**src/sv/fcr_pkg.sv**
```systemverilog
// Shared types, constants and the checksum step for the frame check and reply engine.
`default_nettype none

package fcr_pkg;

   localparam int COUNTER_WIDTH = 32;

   localparam int FRAME_BYTES = 20;
   localparam int SUM_BYTES   = 16;
   localparam int POS_WIDTH   = 5;

   localparam logic [31:0] SUM_SEED      = 32'h1357_2468;
   localparam logic [7:0]  MAGIC_LO      = 8'h5A;
   localparam logic [7:0]  MAGIC_HI      = 8'hA5;
   localparam logic [7:0]  EXPECTED_ROLE = 8'h01;
   localparam logic [7:0]  LENGTH_MAX    = 8'hFF;

   localparam logic [POS_WIDTH-1:0] POS_ROLE     = 5'd2;
   localparam logic [POS_WIDTH-1:0] POS_SUM0     = 5'd16;
   localparam logic [POS_WIDTH-1:0] POS_LAST     = 5'd19;
   localparam logic [POS_WIDTH-1:0] POS_COMPLETE = 5'd20;

   localparam logic [1:0] REQ_BYTE = 2'd0;
   localparam logic [1:0] REQ_STOP = 2'd1;
   localparam logic [1:0] REQ_READ = 2'd2;
   localparam logic [1:0] REQ_NONE = 2'd3;

   localparam logic [1:0] CSR_NODE_ROLE     = 2'd0;
   localparam logic [1:0] CSR_SESSION_NONCE = 2'd1;
   localparam logic [1:0] CSR_TRACE_ENABLE  = 2'd2;

   localparam logic RESULT_VERDICT = 1'b0;
   localparam logic RESULT_REPLY   = 1'b1;

   localparam logic [6:0]  NODE_ROLE_RESET = 7'd12;

   typedef struct packed {
      logic [1:0] req_type;
      logic [7:0] data_byte;
   } req_payload_type;

   typedef struct packed {
      logic        result_kind;
      logic [7:0]  out_byte;
      logic        last;
      logic        frame_valid;
      logic [31:0] valid_total;
      logic [31:0] invalid_total;
      logic [7:0]  received_length;
   } rsp_payload_type;

   typedef enum logic {
      CMD_VERDICT = 1'b0,
      CMD_REPLY   = 1'b1
   } cmd_kind_type;

   // One unit of work for the back end: a verdict or a reply frame snapshot.
   typedef struct packed {
      cmd_kind_type             kind;
      logic                     frame_valid;
      logic [COUNTER_WIDTH-1:0] valid_total;
      logic [COUNTER_WIDTH-1:0] invalid_total;
      logic [7:0]               received_length;
      logic [6:0]               node_role;
      logic                     trace_enable;
      logic [31:0]              session_nonce;
      logic [COUNTER_WIDTH-1:0] prepared_total;
   } cmd_type;

   typedef struct packed {
      logic full;
      logic head_valid;
   } queue_status_type;

   function automatic logic [31:0] sum_step(input logic [31:0] sum, input logic [7:0] b);
      logic [31:0] rot;
      rot = {sum[26:0], sum[31:27]};
      return rot ^ {24'd0, b};
   endfunction

endpackage

`default_nettype wire

```
**src/sv/fcr_queue.sv**
```systemverilog
// Two-entry command queue between the receive front end and the reply back end.
`default_nettype none

module fcr_queue (
   input  wire logic                        clock,
   input  wire logic                        reset,
   input  wire logic                        push,
   input  wire fcr_pkg::cmd_type            push_cmd,
   input  wire logic                        pop,
   output fcr_pkg::cmd_type                 head_cmd,
   output fcr_pkg::queue_status_type        status
);

   fcr_pkg::cmd_type entry_ff [2];
   logic       wr_ptr_ff, wr_ptr_in;
   logic       rd_ptr_ff, rd_ptr_in;
   logic [1:0] count_ff, count_in;

   always_comb begin
      wr_ptr_in = push ? ~wr_ptr_ff : wr_ptr_ff;
      rd_ptr_in = pop ? ~rd_ptr_ff : rd_ptr_ff;
      count_in  = count_ff + {1'b0, push} - {1'b0, pop};
   end

   always_ff @(posedge clock) begin
      if (reset) begin
         wr_ptr_ff <= 1'b0;
         rd_ptr_ff <= 1'b0;
         count_ff  <= 2'd0;
      end else begin
         wr_ptr_ff <= wr_ptr_in;
         rd_ptr_ff <= rd_ptr_in;
         count_ff  <= count_in;
      end
   end

   always_ff @(posedge clock) begin
      if (push) begin
         entry_ff[wr_ptr_ff] <= push_cmd;
      end
   end

   assign head_cmd = entry_ff[rd_ptr_ff];
   assign status   = '{full: count_ff[1], head_valid: (count_ff != 2'd0)};

endmodule

`default_nettype wire

```
**src/sv/fcr_front.sv**
```systemverilog
// Front end: accepts requests, checks received frames, keeps counters and registers.
`default_nettype none

module fcr_front (
   input  wire logic                     clock,
   input  wire logic                     reset,
   input  wire logic                     req_valid,
   output logic                          req_stall,
   input  wire fcr_pkg::req_payload_type req_payload,
   input  wire logic                     csr_write_enable,
   input  wire logic [1:0]               csr_index,
   input  wire logic [31:0]              csr_write_data,
   input  wire fcr_pkg::queue_status_type queue_status,
   output logic                          push,
   output fcr_pkg::cmd_type              push_cmd
);

   localparam int CW = fcr_pkg::COUNTER_WIDTH;

   logic [6:0]  node_role_ff;
   logic [31:0] session_nonce_ff;
   logic        trace_enable_ff;

   logic [fcr_pkg::POS_WIDTH-1:0] byte_position_ff, byte_position_in;
   logic [31:0]   running_sum_ff, running_sum_in;
   logic          header_good_ff, header_good_in;
   logic [31:0]   received_sum_ff, received_sum_in;
   logic [7:0]    write_length_ff, write_length_in;
   logic [CW-1:0] valid_count_ff, valid_count_in;
   logic [CW-1:0] invalid_count_ff, invalid_count_in;
   logic [CW-1:0] prepared_count_ff, prepared_count_in;

   logic accept;
   logic frame_ok;
   logic [7:0] b;

   assign req_stall = queue_status.full;
   assign accept    = req_valid && !queue_status.full;
   assign b         = req_payload.data_byte;
   assign frame_ok  = (byte_position_ff == fcr_pkg::POS_COMPLETE) && header_good_ff &&
                      (running_sum_ff == received_sum_ff);

   always_comb begin
      byte_position_in  = byte_position_ff;
      running_sum_in    = running_sum_ff;
      header_good_in    = header_good_ff;
      received_sum_in   = received_sum_ff;
      write_length_in   = write_length_ff;
      valid_count_in    = valid_count_ff;
      invalid_count_in  = invalid_count_ff;
      prepared_count_in = prepared_count_ff;
      push              = 1'b0;

      push_cmd                 = '0;
      push_cmd.kind            = fcr_pkg::CMD_VERDICT;
      push_cmd.node_role       = node_role_ff;
      push_cmd.trace_enable    = trace_enable_ff;
      push_cmd.session_nonce   = session_nonce_ff;
      push_cmd.prepared_total  = prepared_count_ff;
      push_cmd.valid_total     = valid_count_ff;
      push_cmd.invalid_total   = invalid_count_ff;
      push_cmd.received_length = write_length_ff;
      push_cmd.frame_valid     = frame_ok;

      if (accept) begin
         unique case (req_payload.req_type)
            fcr_pkg::REQ_BYTE: begin
               if (byte_position_ff < fcr_pkg::POS_COMPLETE) begin
                  if ((byte_position_ff == 5'd0) && (b != fcr_pkg::MAGIC_LO)) begin
                     header_good_in = 1'b0;
                  end
                  if ((byte_position_ff == 5'd1) && (b != fcr_pkg::MAGIC_HI)) begin
                     header_good_in = 1'b0;
                  end
                  if ((byte_position_ff == fcr_pkg::POS_ROLE) &&
                      (b != fcr_pkg::EXPECTED_ROLE)) begin
                     header_good_in = 1'b0;
                  end
                  if (byte_position_ff < fcr_pkg::POS_SUM0) begin
                     running_sum_in = fcr_pkg::sum_step(running_sum_ff, b);
                  end else begin
                     unique case (byte_position_ff[1:0])
                        2'd0: received_sum_in[7:0]   = received_sum_ff[7:0]   | b;
                        2'd1: received_sum_in[15:8]  = received_sum_ff[15:8]  | b;
                        2'd2: received_sum_in[23:16] = received_sum_ff[23:16] | b;
                        default: received_sum_in[31:24] = received_sum_ff[31:24] | b;
                     endcase
                  end
                  byte_position_in = byte_position_ff + 5'd1;
               end
               if (write_length_ff != fcr_pkg::LENGTH_MAX) begin
                  write_length_in = write_length_ff + 8'd1;
               end
            end
            fcr_pkg::REQ_STOP: begin
               if (frame_ok) begin
                  valid_count_in = valid_count_ff + CW'(1);
               end else begin
                  invalid_count_in = invalid_count_ff + CW'(1);
               end
               prepared_count_in      = prepared_count_ff + CW'(1);
               push                   = 1'b1;
               push_cmd.valid_total   = valid_count_in;
               push_cmd.invalid_total = invalid_count_in;
               byte_position_in       = '0;
               running_sum_in         = fcr_pkg::SUM_SEED;
               header_good_in         = 1'b1;
               received_sum_in        = '0;
               write_length_in        = '0;
            end
            fcr_pkg::REQ_READ: begin
               push          = 1'b1;
               push_cmd.kind = fcr_pkg::CMD_REPLY;
            end
            default: begin
            end
         endcase
      end
   end

   always_ff @(posedge clock) begin
      if (reset) begin
         byte_position_ff  <= '0;
         running_sum_ff    <= fcr_pkg::SUM_SEED;
         header_good_ff    <= 1'b1;
         received_sum_ff   <= '0;
         write_length_ff   <= '0;
         valid_count_ff    <= '0;
         invalid_count_ff  <= '0;
         prepared_count_ff <= CW'(1);
      end else begin
         byte_position_ff  <= byte_position_in;
         running_sum_ff    <= running_sum_in;
         header_good_ff    <= header_good_in;
         received_sum_ff   <= received_sum_in;
         write_length_ff   <= write_length_in;
         valid_count_ff    <= valid_count_in;
         invalid_count_ff  <= invalid_count_in;
         prepared_count_ff <= prepared_count_in;
      end
   end

   always_ff @(posedge clock) begin
      if (reset) begin
         node_role_ff     <= fcr_pkg::NODE_ROLE_RESET;
         session_nonce_ff <= '0;
         trace_enable_ff  <= 1'b0;
      end else if (csr_write_enable) begin
         unique case (csr_index)
            fcr_pkg::CSR_NODE_ROLE:     node_role_ff     <= csr_write_data[6:0];
            fcr_pkg::CSR_SESSION_NONCE: session_nonce_ff <= csr_write_data;
            fcr_pkg::CSR_TRACE_ENABLE:  trace_enable_ff  <= csr_write_data[0];
            default: begin
            end
         endcase
      end
   end

endmodule

`default_nettype wire

```
**src/sv/fcr_back.sv**
```systemverilog
// Back end: turns queued commands into verdicts or 20-byte reply frames, one byte a cycle while rsp_stall is low.
`default_nettype none

module fcr_back (
   input  wire logic                      clock,
   input  wire logic                      reset,
   input  wire fcr_pkg::queue_status_type queue_status,
   input  wire fcr_pkg::cmd_type          head_cmd,
   output logic                           pop,
   output logic                           rsp_valid,
   input  wire logic                      rsp_stall,
   output fcr_pkg::rsp_payload_type       rsp_payload
);

   logic [fcr_pkg::POS_WIDTH-1:0] pos_ff, pos_in;
   logic [31:0] sum_ff, sum_in;
   logic        rsp_valid_ff, rsp_valid_in;
   fcr_pkg::rsp_payload_type rsp_payload_ff, rsp_payload_in;

   logic        load;
   logic        at_last;
   logic [7:0]  frame_byte;
   logic [31:0] prepared32;
   logic [31:0] valid32;

   assign load       = queue_status.head_valid && (!rsp_valid_ff || !rsp_stall);
   assign at_last    = (pos_ff == fcr_pkg::POS_LAST);
   assign prepared32 = 32'(head_cmd.prepared_total);
   assign valid32    = 32'(head_cmd.valid_total);

   always_comb begin
      unique case (pos_ff)
         5'd0:  frame_byte = fcr_pkg::MAGIC_LO;
         5'd1:  frame_byte = fcr_pkg::MAGIC_HI;
         5'd2:  frame_byte = {1'b0, head_cmd.node_role};
         5'd3:  frame_byte = {7'd0, head_cmd.trace_enable};
         5'd4:  frame_byte = head_cmd.session_nonce[7:0];
         5'd5:  frame_byte = head_cmd.session_nonce[15:8];
         5'd6:  frame_byte = head_cmd.session_nonce[23:16];
         5'd7:  frame_byte = head_cmd.session_nonce[31:24];
         5'd8:  frame_byte = prepared32[7:0];
         5'd9:  frame_byte = prepared32[15:8];
         5'd10: frame_byte = prepared32[23:16];
         5'd11: frame_byte = prepared32[31:24];
         5'd12: frame_byte = valid32[7:0];
         5'd13: frame_byte = valid32[15:8];
         5'd14: frame_byte = valid32[23:16];
         5'd15: frame_byte = valid32[31:24];
         5'd16: frame_byte = sum_ff[7:0];
         5'd17: frame_byte = sum_ff[15:8];
         5'd18: frame_byte = sum_ff[23:16];
         5'd19: frame_byte = sum_ff[31:24];
         default: frame_byte = 8'd0;
      endcase
   end

   always_comb begin
      pos_in         = pos_ff;
      sum_in         = sum_ff;
      pop            = 1'b0;
      rsp_payload_in = rsp_payload_ff;
      rsp_valid_in   = load || (rsp_valid_ff && rsp_stall);

      if (load) begin
         rsp_payload_in = '0;
         if (head_cmd.kind == fcr_pkg::CMD_VERDICT) begin
            rsp_payload_in.result_kind     = fcr_pkg::RESULT_VERDICT;
            rsp_payload_in.last            = 1'b1;
            rsp_payload_in.frame_valid     = head_cmd.frame_valid;
            rsp_payload_in.valid_total     = 32'(head_cmd.valid_total);
            rsp_payload_in.invalid_total   = 32'(head_cmd.invalid_total);
            rsp_payload_in.received_length = head_cmd.received_length;
            pop = 1'b1;
         end else begin
            rsp_payload_in.result_kind = fcr_pkg::RESULT_REPLY;
            rsp_payload_in.out_byte    = frame_byte;
            rsp_payload_in.last        = at_last;
            if (pos_ff < fcr_pkg::POS_SUM0) begin
               sum_in = fcr_pkg::sum_step(sum_ff, frame_byte);
            end else if (at_last) begin
               sum_in = fcr_pkg::SUM_SEED;
            end
            if (at_last) begin
               pos_in = '0;
               pop    = 1'b1;
            end else begin
               pos_in = pos_ff + 5'd1;
            end
         end
      end
   end

   always_ff @(posedge clock) begin
      if (reset) begin
         pos_ff       <= '0;
         sum_ff       <= fcr_pkg::SUM_SEED;
         rsp_valid_ff <= 1'b0;
      end else begin
         pos_ff       <= pos_in;
         sum_ff       <= sum_in;
         rsp_valid_ff <= rsp_valid_in;
      end
   end

   always_ff @(posedge clock) begin
      rsp_payload_ff <= rsp_payload_in;
   end

   assign rsp_valid   = rsp_valid_ff;
   assign rsp_payload = rsp_payload_ff;

endmodule

`default_nettype wire

```
**src/sv/frame_check_and_reply_engine.sv**
```systemverilog
// Top level of the frame check and reply engine: front end, command queue and back end.
`default_nettype none

// The request channel (req_valid, req_stall, req_payload) carries bus events: a written
// byte, a write stop or a read request. A request is taken at a rising edge with
// req_valid high and req_stall low. Written bytes and unknown request codes are
// absorbed and never produce a result.
// A write stop produces one verdict; a read request produces the 20-byte reply frame,
// least significant byte first, with last set on its final byte. Both are turned into
// commands in the front end and held in a two-entry queue, so the front keeps taking
// requests while the back end is still sending a frame.
// Results reach the rsp_ channel through the queue and the registered output.
// The back end emits one result per cycle while rsp_stall is low; a single byte
// sequencer steps through each reply frame and also folds the checksum over bytes 0
// to 15 as they pass. req_stall rises only while the queue holds two commands.
// When the receiver raises rsp_stall, the output register holds its result unchanged
// and the sequencer pauses; back pressure then reaches req_stall through the queue.
// Reply fields are captured when the read request is accepted.
// The csr_ port writes node_role, session_nonce and trace_enable; it may be used only
// while the block is idle. Synchronous reset restores the registers (role 12), clears
// the counters with the prepared count at one, empties the queue and drops any result.
module frame_check_and_reply_engine (
   input  wire logic                     clock,
   input  wire logic                     reset,
   input  wire logic                     req_valid,
   output logic                          req_stall,
   input  wire fcr_pkg::req_payload_type req_payload,
   output logic                          rsp_valid,
   input  wire logic                     rsp_stall,
   output fcr_pkg::rsp_payload_type      rsp_payload,
   input  wire logic                     csr_write_enable,
   input  wire logic [1:0]               csr_index,
   input  wire logic [31:0]              csr_write_data
);

   // Commands flow from the front end through the queue to the back end.
   fcr_pkg::cmd_type          push_cmd;
   fcr_pkg::cmd_type          head_cmd;
   fcr_pkg::queue_status_type queue_status;
   logic                      push;
   logic                      pop;

   // The front end classifies each request and updates the receive state.
   fcr_front u_front (
      .clock            (clock),
      .reset            (reset),
      .req_valid        (req_valid),
      .req_stall        (req_stall),
      .req_payload      (req_payload),
      .csr_write_enable (csr_write_enable),
      .csr_index        (csr_index),
      .csr_write_data   (csr_write_data),
      .queue_status     (queue_status),
      .push             (push),
      .push_cmd         (push_cmd)
   );

   // The queue decouples request intake from result delivery.
   fcr_queue u_queue (
      .clock    (clock),
      .reset    (reset),
      .push     (push),
      .push_cmd (push_cmd),
      .pop      (pop),
      .head_cmd (head_cmd),
      .status   (queue_status)
   );

   // The back end sequences verdicts and reply bytes into the output register.
   fcr_back u_back (
      .clock        (clock),
      .reset        (reset),
      .queue_status (queue_status),
      .head_cmd     (head_cmd),
      .pop          (pop),
      .rsp_valid    (rsp_valid),
      .rsp_stall    (rsp_stall),
      .rsp_payload  (rsp_payload)
   );

endmodule

`default_nettype wire

```
**config.mk**
```make
export PLATFORM = sky130hd
export DESIGN_NAME = frame_check_and_reply_engine
export DESIGN_NICKNAME = d
export VERILOG_FILES = /design/src/sv/fcr_pkg.sv /design/src/sv/fcr_queue.sv /design/src/sv/fcr_front.sv /design/src/sv/fcr_back.sv /design/src/sv/frame_check_and_reply_engine.sv
export SDC_FILE = /design/constraint.sdc
export NUM_CORES = 1
export LEC_CHECK = 0
export BUFFER_PORTS_ARGS = -buffer_cell sky130_fd_sc_hd__buf_2
export CORE_ASPECT_RATIO = 2
export CORE_MARGIN = 4
export CORE_UTILIZATION = 60
export CTS_CLUSTER_DIAMETER = 200
export DETAILED_ROUTE_END_ITERATION = 10
export PLACE_DENSITY_LB_ADDON = 0.05
export RECOVER_POWER = 50
export SETUP_SLACK_MARGIN = 0.2
export SLEW_MARGIN = 0
export SYNTH_ARGS = -nofsm -noshare
export SYNTH_HDL_FRONTEND = slang
export SYNTH_SLANG_ARGS = --single-unit
export TNS_END_PERCENT = 10
```
**constraint.sdc**
```tcl
create_clock -name clock -period 10.3 [get_ports clock]
set_input_delay 2.06 -clock clock [delete_from_list [all_inputs] [get_ports clock]]
set_output_delay 2.06 -clock clock [all_outputs]
set_load 0.02 [all_outputs]
```
---- Word-level counts from Yosys, hierarchy flattened ----
Memories as Yosys holds them, arrays and structs flattened. A register that Yosys moved wholly into a read port is not among the register bits.
Cells that the tools add are included.
word-level totals
  output and inout bits ................... 85
  input bits .............................. 49
  memory bits (writable) .................. 292
  flip-flop bits (word level) ............. 339
  word-level logic and storage cells ...... 165
  memories ................................ 1
memories
  memory            depth  width  read ports  clocked after memory_dff  wr ports  RTL line         text
  u_queue.entry_ff  2      146    1           1                         1         fcr_queue.sv:14  fcr_pkg::cmd_type entry_ff [2];
operators by class
  eq/ne operators ......................... 42
  order comparisons ....................... 3
  add/sub/neg operators ................... 8
  multiplexer cells ....................... 39
  reduce and logical (&&, ||, !) cells .... 37
  bitwise operators ....................... 8
operators with widths
  kind                                                             count
  32-bit 2-to-1 mux                                                8
  8-bit one-hot mux with 20 select lines                           1
  64-bit 2-to-1 mux                                                2
  32-bit one-hot mux with 2 select lines                           2
  32-bit by 1-bit adder with 32-bit output, second input constant  3
  32-bit by 8-bit XOR with 32-bit output                           2
  5-bit by 4-bit == test with 1-bit output, second input constant  8
  8-bit 2-to-1 mux                                                 5
  32-bit == test                                                   1
  8-bit bitwise OR                                                 4
  5-bit == test, second input constant                             5
  5-bit by 3-bit == test with 1-bit output, second input constant  4
  5-bit AND reduction                                              4
  1-bit 2-to-1 mux                                                 16
  8-bit inequality test, second input constant                     2
  8-bit one-hot mux with 2 select lines                            1
  5-bit by 2-bit == test with 1-bit output, second input constant  3
  5-bit < comparator, second input constant                        3
  5-bit by 1-bit adder with 5-bit output, second input constant    2
  5-bit by 1-bit == test with 1-bit output, second input constant  2
  5-bit zero test                                                  2
  5-bit 2-to-1 mux                                                 2
  2-bit inequality test, second input constant                     5
  5-bit one-hot mux with 2 select lines                            1
  21 further kinds                                                 49

---- Logic depth before layout (Yosys ltp) ----
  word-level depth ........................ 7
  mapped depth ............................ 11

---- Modules after synthesis ----
From an unflattened synthesis, not the netlist that was laid out.
unflattened totals
  cells, all modules ...................... 2239
  area total of the unflattened synthesis .. 26887.0 um^2
modules (own cells, without submodules)
  module     area an instance (um^2)  sequential area each (um^2)  instances  cells each
  fcr_queue  10837.9                  8868.5                       1          475
  fcr_front  10029.6                  4284.1                       1          1228
  fcr_back   6019.5                   3253.1                       1          536

---- Worst setup path before layout ----
OpenSTA, ideal clock, no wires.
  path kind ............................... input to register
  start point ............................. input port req_payload[8] in the netlist's numbering
  end point ............................... memory u_queue.entry_ff[0][0] in the netlist's numbering (enable)
  data required time ...................... 9.646 ns
  path buffers ............................ 0
  path slack .............................. 1.112 ns
  stages .................................. 4
  data arrival time ....................... 8.535 ns
  setup time .............................. 0.654 ns
  path through ............................ inv_1 > ha_1 > nand2_1 > nor2_1
on the way
  cells in the longest elaborated chain, start to end .. 6
ends and longest elaborated chain
  item                                                                       RTL line                            text
  start: declaration                                                         frame_check_and_reply_engine.sv:27  input wire fcr_pkg::req_payload_type req_payload,
  2-bit == test or 2-bit by 1-bit == test with 1-bit output (tied branches)  fcr_front.sv:66                     unique case (req_payload.req_type)
  2-bit OR reduction (no line) *                                             n/a
  1-bit 2-to-1 mux *                                                         fcr_front.sv:66
  1-bit 2-to-1 mux *                                                         fcr_front.sv:65                     if (accept) begin
  1-bit 2-to-1 mux *                                                         fcr_queue.sv:38                     if (push) begin
  1-bit 2-to-1 mux (not written as such) *                                   fcr_queue.sv:39                     entry_ff[wr_ptr_ff] <= push_cmd;
  end: declaration                                                           fcr_queue.sv:14
Every way passes the cells marked *; elsewhere a longest branch is shown, timed or not.

==> implementation parameters <==
Parameter                              Value

Outcome
  Result of the run ... finished with violations
  Failing checks ... max-capacitance violations, max-slew violations

Synthesis
  Primary FF master, synth ... sky130_fd_sc_hd__edfxtp_1
  Share of Yosys cell area claimed by the top area cell type ... 0.4369
  Cell taking the most area after synthesis ... sky130_fd_sc_hd__edfxtp_1
  Xor/xnor share of the synthesized area ... 0.03738
  Top area cells in the synthesized netlist ... sky130_fd_sc_hd__edfxtp_1 44%, sky130_fd_sc_hd__dfxtp_1 20%, sky130_fd_sc_hd__mux2i_1 5.9%
  Asr flop ratio synth ... 0
  Synthesized Nets ... around 2200
  Distinct cells, synth ... 69
  Number of enable-type register cells in the synthesized netlist ... 375
  Sequential-to-total area share from yosys stat ... 0.6365
  Multiplexer area fraction after synthesis ... 0.06952
  Post-synthesis simple-gate area fraction ... 0.1476
  Syn_area_per_cell ... ~12 sq um
  Combinational family with the most area after synthesis ... simple AND/OR/NAND/NOR gates
  Combined area of all synthesized cells ... 25770 sq um
  Flops & latches, synth ... 632
  Number of warning messages in the yosys log ... 0
  Synthesized-area fraction occupied by adder cells ... 0.009224
  Synthesized-area fraction occupied by ao, oa, aoi and oai cells ... 0.07457
  Number of cells produced by synthesis ... 2175

Clocking
  TritonCTS clock tree ... built
  CTS Buffer Depth ... 3
  CTS sink count ... 632
  Htree depth ... 2
  Clock tree root buffer cell ... sky130_fd_sc_hd__clkbuf_16
  Clock buffer count from CTS ... 52
  Post-CTS Setup Bufs ... 0
  Count of hold buffers inserted by post-cts repair ... 0
  Clock input transition at the sequential cells of the worst setup and hold paths ... 70 ps
  Insertion delay to the later sink of the worst-skew pair ... 580 ps
  Cells resized by post-CTS repair ... 0

Finish
  Layout Cells excl Fill ... between 2000 and 3000
  Final layout net count ... 2337
  Area of combinational cells with multiple inputs ... between 8000 and 9000 sq um
  Antenna cell count ... 0
  Most common cell after layout, fill and taps aside ... sky130_fd_sc_hd__edfxtp_1
  Area growth syn-to-layout ... 10.02%
  Most frequent cells in the layout ... 375 x sky130_fd_sc_hd__edfxtp_1, 257 x sky130_fd_sc_hd__nor2_1, 257 x sky130_fd_sc_hd__dfxtp_1
  Fraction of final layout cells with drive strength greater than 1 ... 0.08182
  Register Area ... 16410 sq um
  Total of fill cells in the finished design ... roughly 3300

Global routing
  Wire length of the first global-routing pass ... between 90 and 100 mm
  Pin count of the biggest net entering global routing ... 199
  Via count of the first global-routing pass ... approximately 17000
  Antenna violations before repair ... 0
  GRT Total Usage ... 0.2532
  Total overflow reported by the global router ... 0

STA
  Worst max-slew margin expressed relative to the limit ... -1.800
  Accumulated negative setup slack ... 0 ps
  Upper clock frequency limit ... 152.5 MHz
  Share of the cycle needed by the critical path after routing ... 0.6366
  Slew at the pin closest to its max-slew limit ... about 4200 ps
  Fin. Hold Viols ... 0
  Setup skew after layout ... 16.92 ps
  RSZ-0062 raised after global routing ... false
  Max Slew Vio Count ... 484
  Final setup viols ... 0
  Final period demand of the worst path ... 6557 ps

Drt
  Vias post-DR ... 17040
  Routed wire length ... 59.95 mm
  Mean routed wirelength per cell ... ~21 microns
  DRC violation total after the first TritonRoute iteration ... 1045
  Routed Antenna Nets ... 0
  DR vias/cell ... ~6.0
  DRC viols ... 0
  First-pass DRT Iterations ... 7

Pwr
  Total power ... 6.417 mW
  Cell Pwr Density ... 226.3 nW/um^2
  Maximum resistive drop on vdd ... between 0.15 and 0.2 mV
  Static power due to leakage ... 9.736 nW

Die
  Chip Width ... around 150 microns
  Area of the die ... 46540 sq um
  Cell Rows ... 107
  Initial Utilization ... 0.6054
  Placeable core region ... 42570 sq um
  I/O pin count ... 134
  Height of the chip ... roughly 300 microns

Setup path
  Register-to-register setup slack ... about 3700 ps
  Worst EP required ... 10740 ps
  Kind of start point of the critical path ... register
  Maximum fanout along the worst path ... 55
  Largest stage delay, worst path ... 2590 ps
  Arrival @ worst endpoint ... approximately 7000 ps
  Critical path's slowest cell ... sky130_fd_sc_hd__dfxtp_1
  Logic depth of the worst register-to-register path ... 8
  Critical Path, Cell by Cell ... mux2i_1 -> clkbuf_1 -> clkinv_1 -> clkbuf_1 -> nand2_1 -> nor2_1 -> a22oi_1 -> nor2_1
  RR Endpoint ... u_back.sum_ff[19]
  Setup crit end kind ... register
  Category of the critical setup timing path ... register to register

Placed design
  Cells after DPL ... between 2000 and 3000
  Port-buffer cells ... ~130
  GP Congestion ... 0.9614
  Post-detail-place hpwl ... 41.23 mm

Hold path
  Hold/Removal Path Class ... register to register
  WHS Path Cells ... 0
  WHS Endpoint ... u_queue.entry_ff[0][68]
  Startpoint of the most critical hold path ... u_front.node_role_ff[3]

Job
  Max-capacitance violation count ... 5
critical path, delay by kind of cell (launching register included):
family          cells  cell delay, ps
flops               1            2590
buf+inv             3            1780
simple gates        3            1580
mux                 1             240
compound gates      1             210
cells in the mapped netlist, types with 34 or more instances:
master                     instances
sky130_fd_sc_hd__nor2_1          258
sky130_fd_sc_hd__clkbuf_1         81
sky130_fd_sc_hd__nand3_1          39
sky130_fd_sc_hd__a21oi_1         146
sky130_fd_sc_hd__xnor2_1          81
sky130_fd_sc_hd__o22ai_1          55
sky130_fd_sc_hd__inv_1            34
sky130_fd_sc_hd__o21ai_0          40
sky130_fd_sc_hd__nand4_1          51
sky130_fd_sc_hd__or3_1            37
sky130_fd_sc_hd__dfxtp_1         257
sky130_fd_sc_hd__mux2i_1         152
sky130_fd_sc_hd__nor3_1           42
sky130_fd_sc_hd__nand2_1         164
sky130_fd_sc_hd__edfxtp_1        375
sky130_fd_sc_hd__nor2b_1          34
how the worst max path moves through the flow:
| stage | from | cells after the start | endpoint | slack (ps) |
|---|---|---|---|---|
| after floorplan | req_payload[8] | 4 | u_queue.entry_ff[0][0] | 1110 |
| final | register | 8 | u_back.sum_ff[19] | 3740 |
| after global placement | req_valid | 5 | u_queue.entry_ff[1][39] | 5290 |
| after global routing | register | 8 | u_back.sum_ff[9] | 3190 |
| after detailed placement | rsp_stall | 10 | u_back.sum_ff[30] | 5160 |
| after CTS | rsp_stall | 10 | u_back.sum_ff[30] | 5790 |
kinds of logic (layout without fill, tap and decap cells):
family | after synthesis | count (layout)
compound gates | 325 | 325
xor+xnor | 110 | 110
fa+ha+maj | 19 | 19
buf+inv | 153 | 288
flops | 632 | 632
mux | 176 | 176
simple gates | 760 | 760
cell type report:
type / count / share of cell area
Sequential cell: 632 / 0.5785
Multi-Input combinational cell: 1390 / 0.3078
Clock buffer: 68 / 0.05017
Timing Repair Buffer: 158 / 0.02577
Tap cell: 545 / 0.02405
Clock inverter: 27 / 0.009045
Inverter: 35 / 0.004677
power by group:
part | leakage (nW) | internal (mW) | switching, mW
sequential | 5.68 | 3.05 | 0.161
combinational | 3.25 | 0.393 | 0.843
clock | 0.810 | 1.08 | 0.889
total | 9.74 | 4.52 | 1.89
per-layer routing:
metal	track usage	vias up	routed length [microns]
li1	-	8089	-
met1	0.2796	8267	21530
met2	0.4692	519	32120
met3	0.02613	164	2440
met4	0.1423	0	3860
met5	0	-	0
flip-flops by register name (all words and copies together) (netlist names), 2 cells and up, named ones only:
signal,cells
u_front.received_sum_ff,32
u_queue.count_ff,2
u_front.byte_position_ff,5
u_front.node_role_ff,7
u_back.rsp_payload,83
u_queue.entry_ff,292
u_front.prepared_count_ff,32
u_back.sum_ff,32
u_front.write_length_ff,8
u_front.running_sum_ff,32
u_front.session_nonce_ff,32
u_front.valid_count_ff,32
u_back.pos_ff,5
u_front.invalid_count_ff,32
stage by stage:
stage	utilization	hold slack [ps]	setup slack (ps)	area, sq um
floorplan	-	417.8	1112	25770
global placement	0.6306	430.3	5288	26850
detailed placement	0.6306	432.9	5163	26850
CTS	0.6700	445.7	5790	28530
global route	0.6661	466.4	3186	28360
finish	0.6661	449.1	3743	28360
No activity file was read; power rests on OpenSTA's default activity.
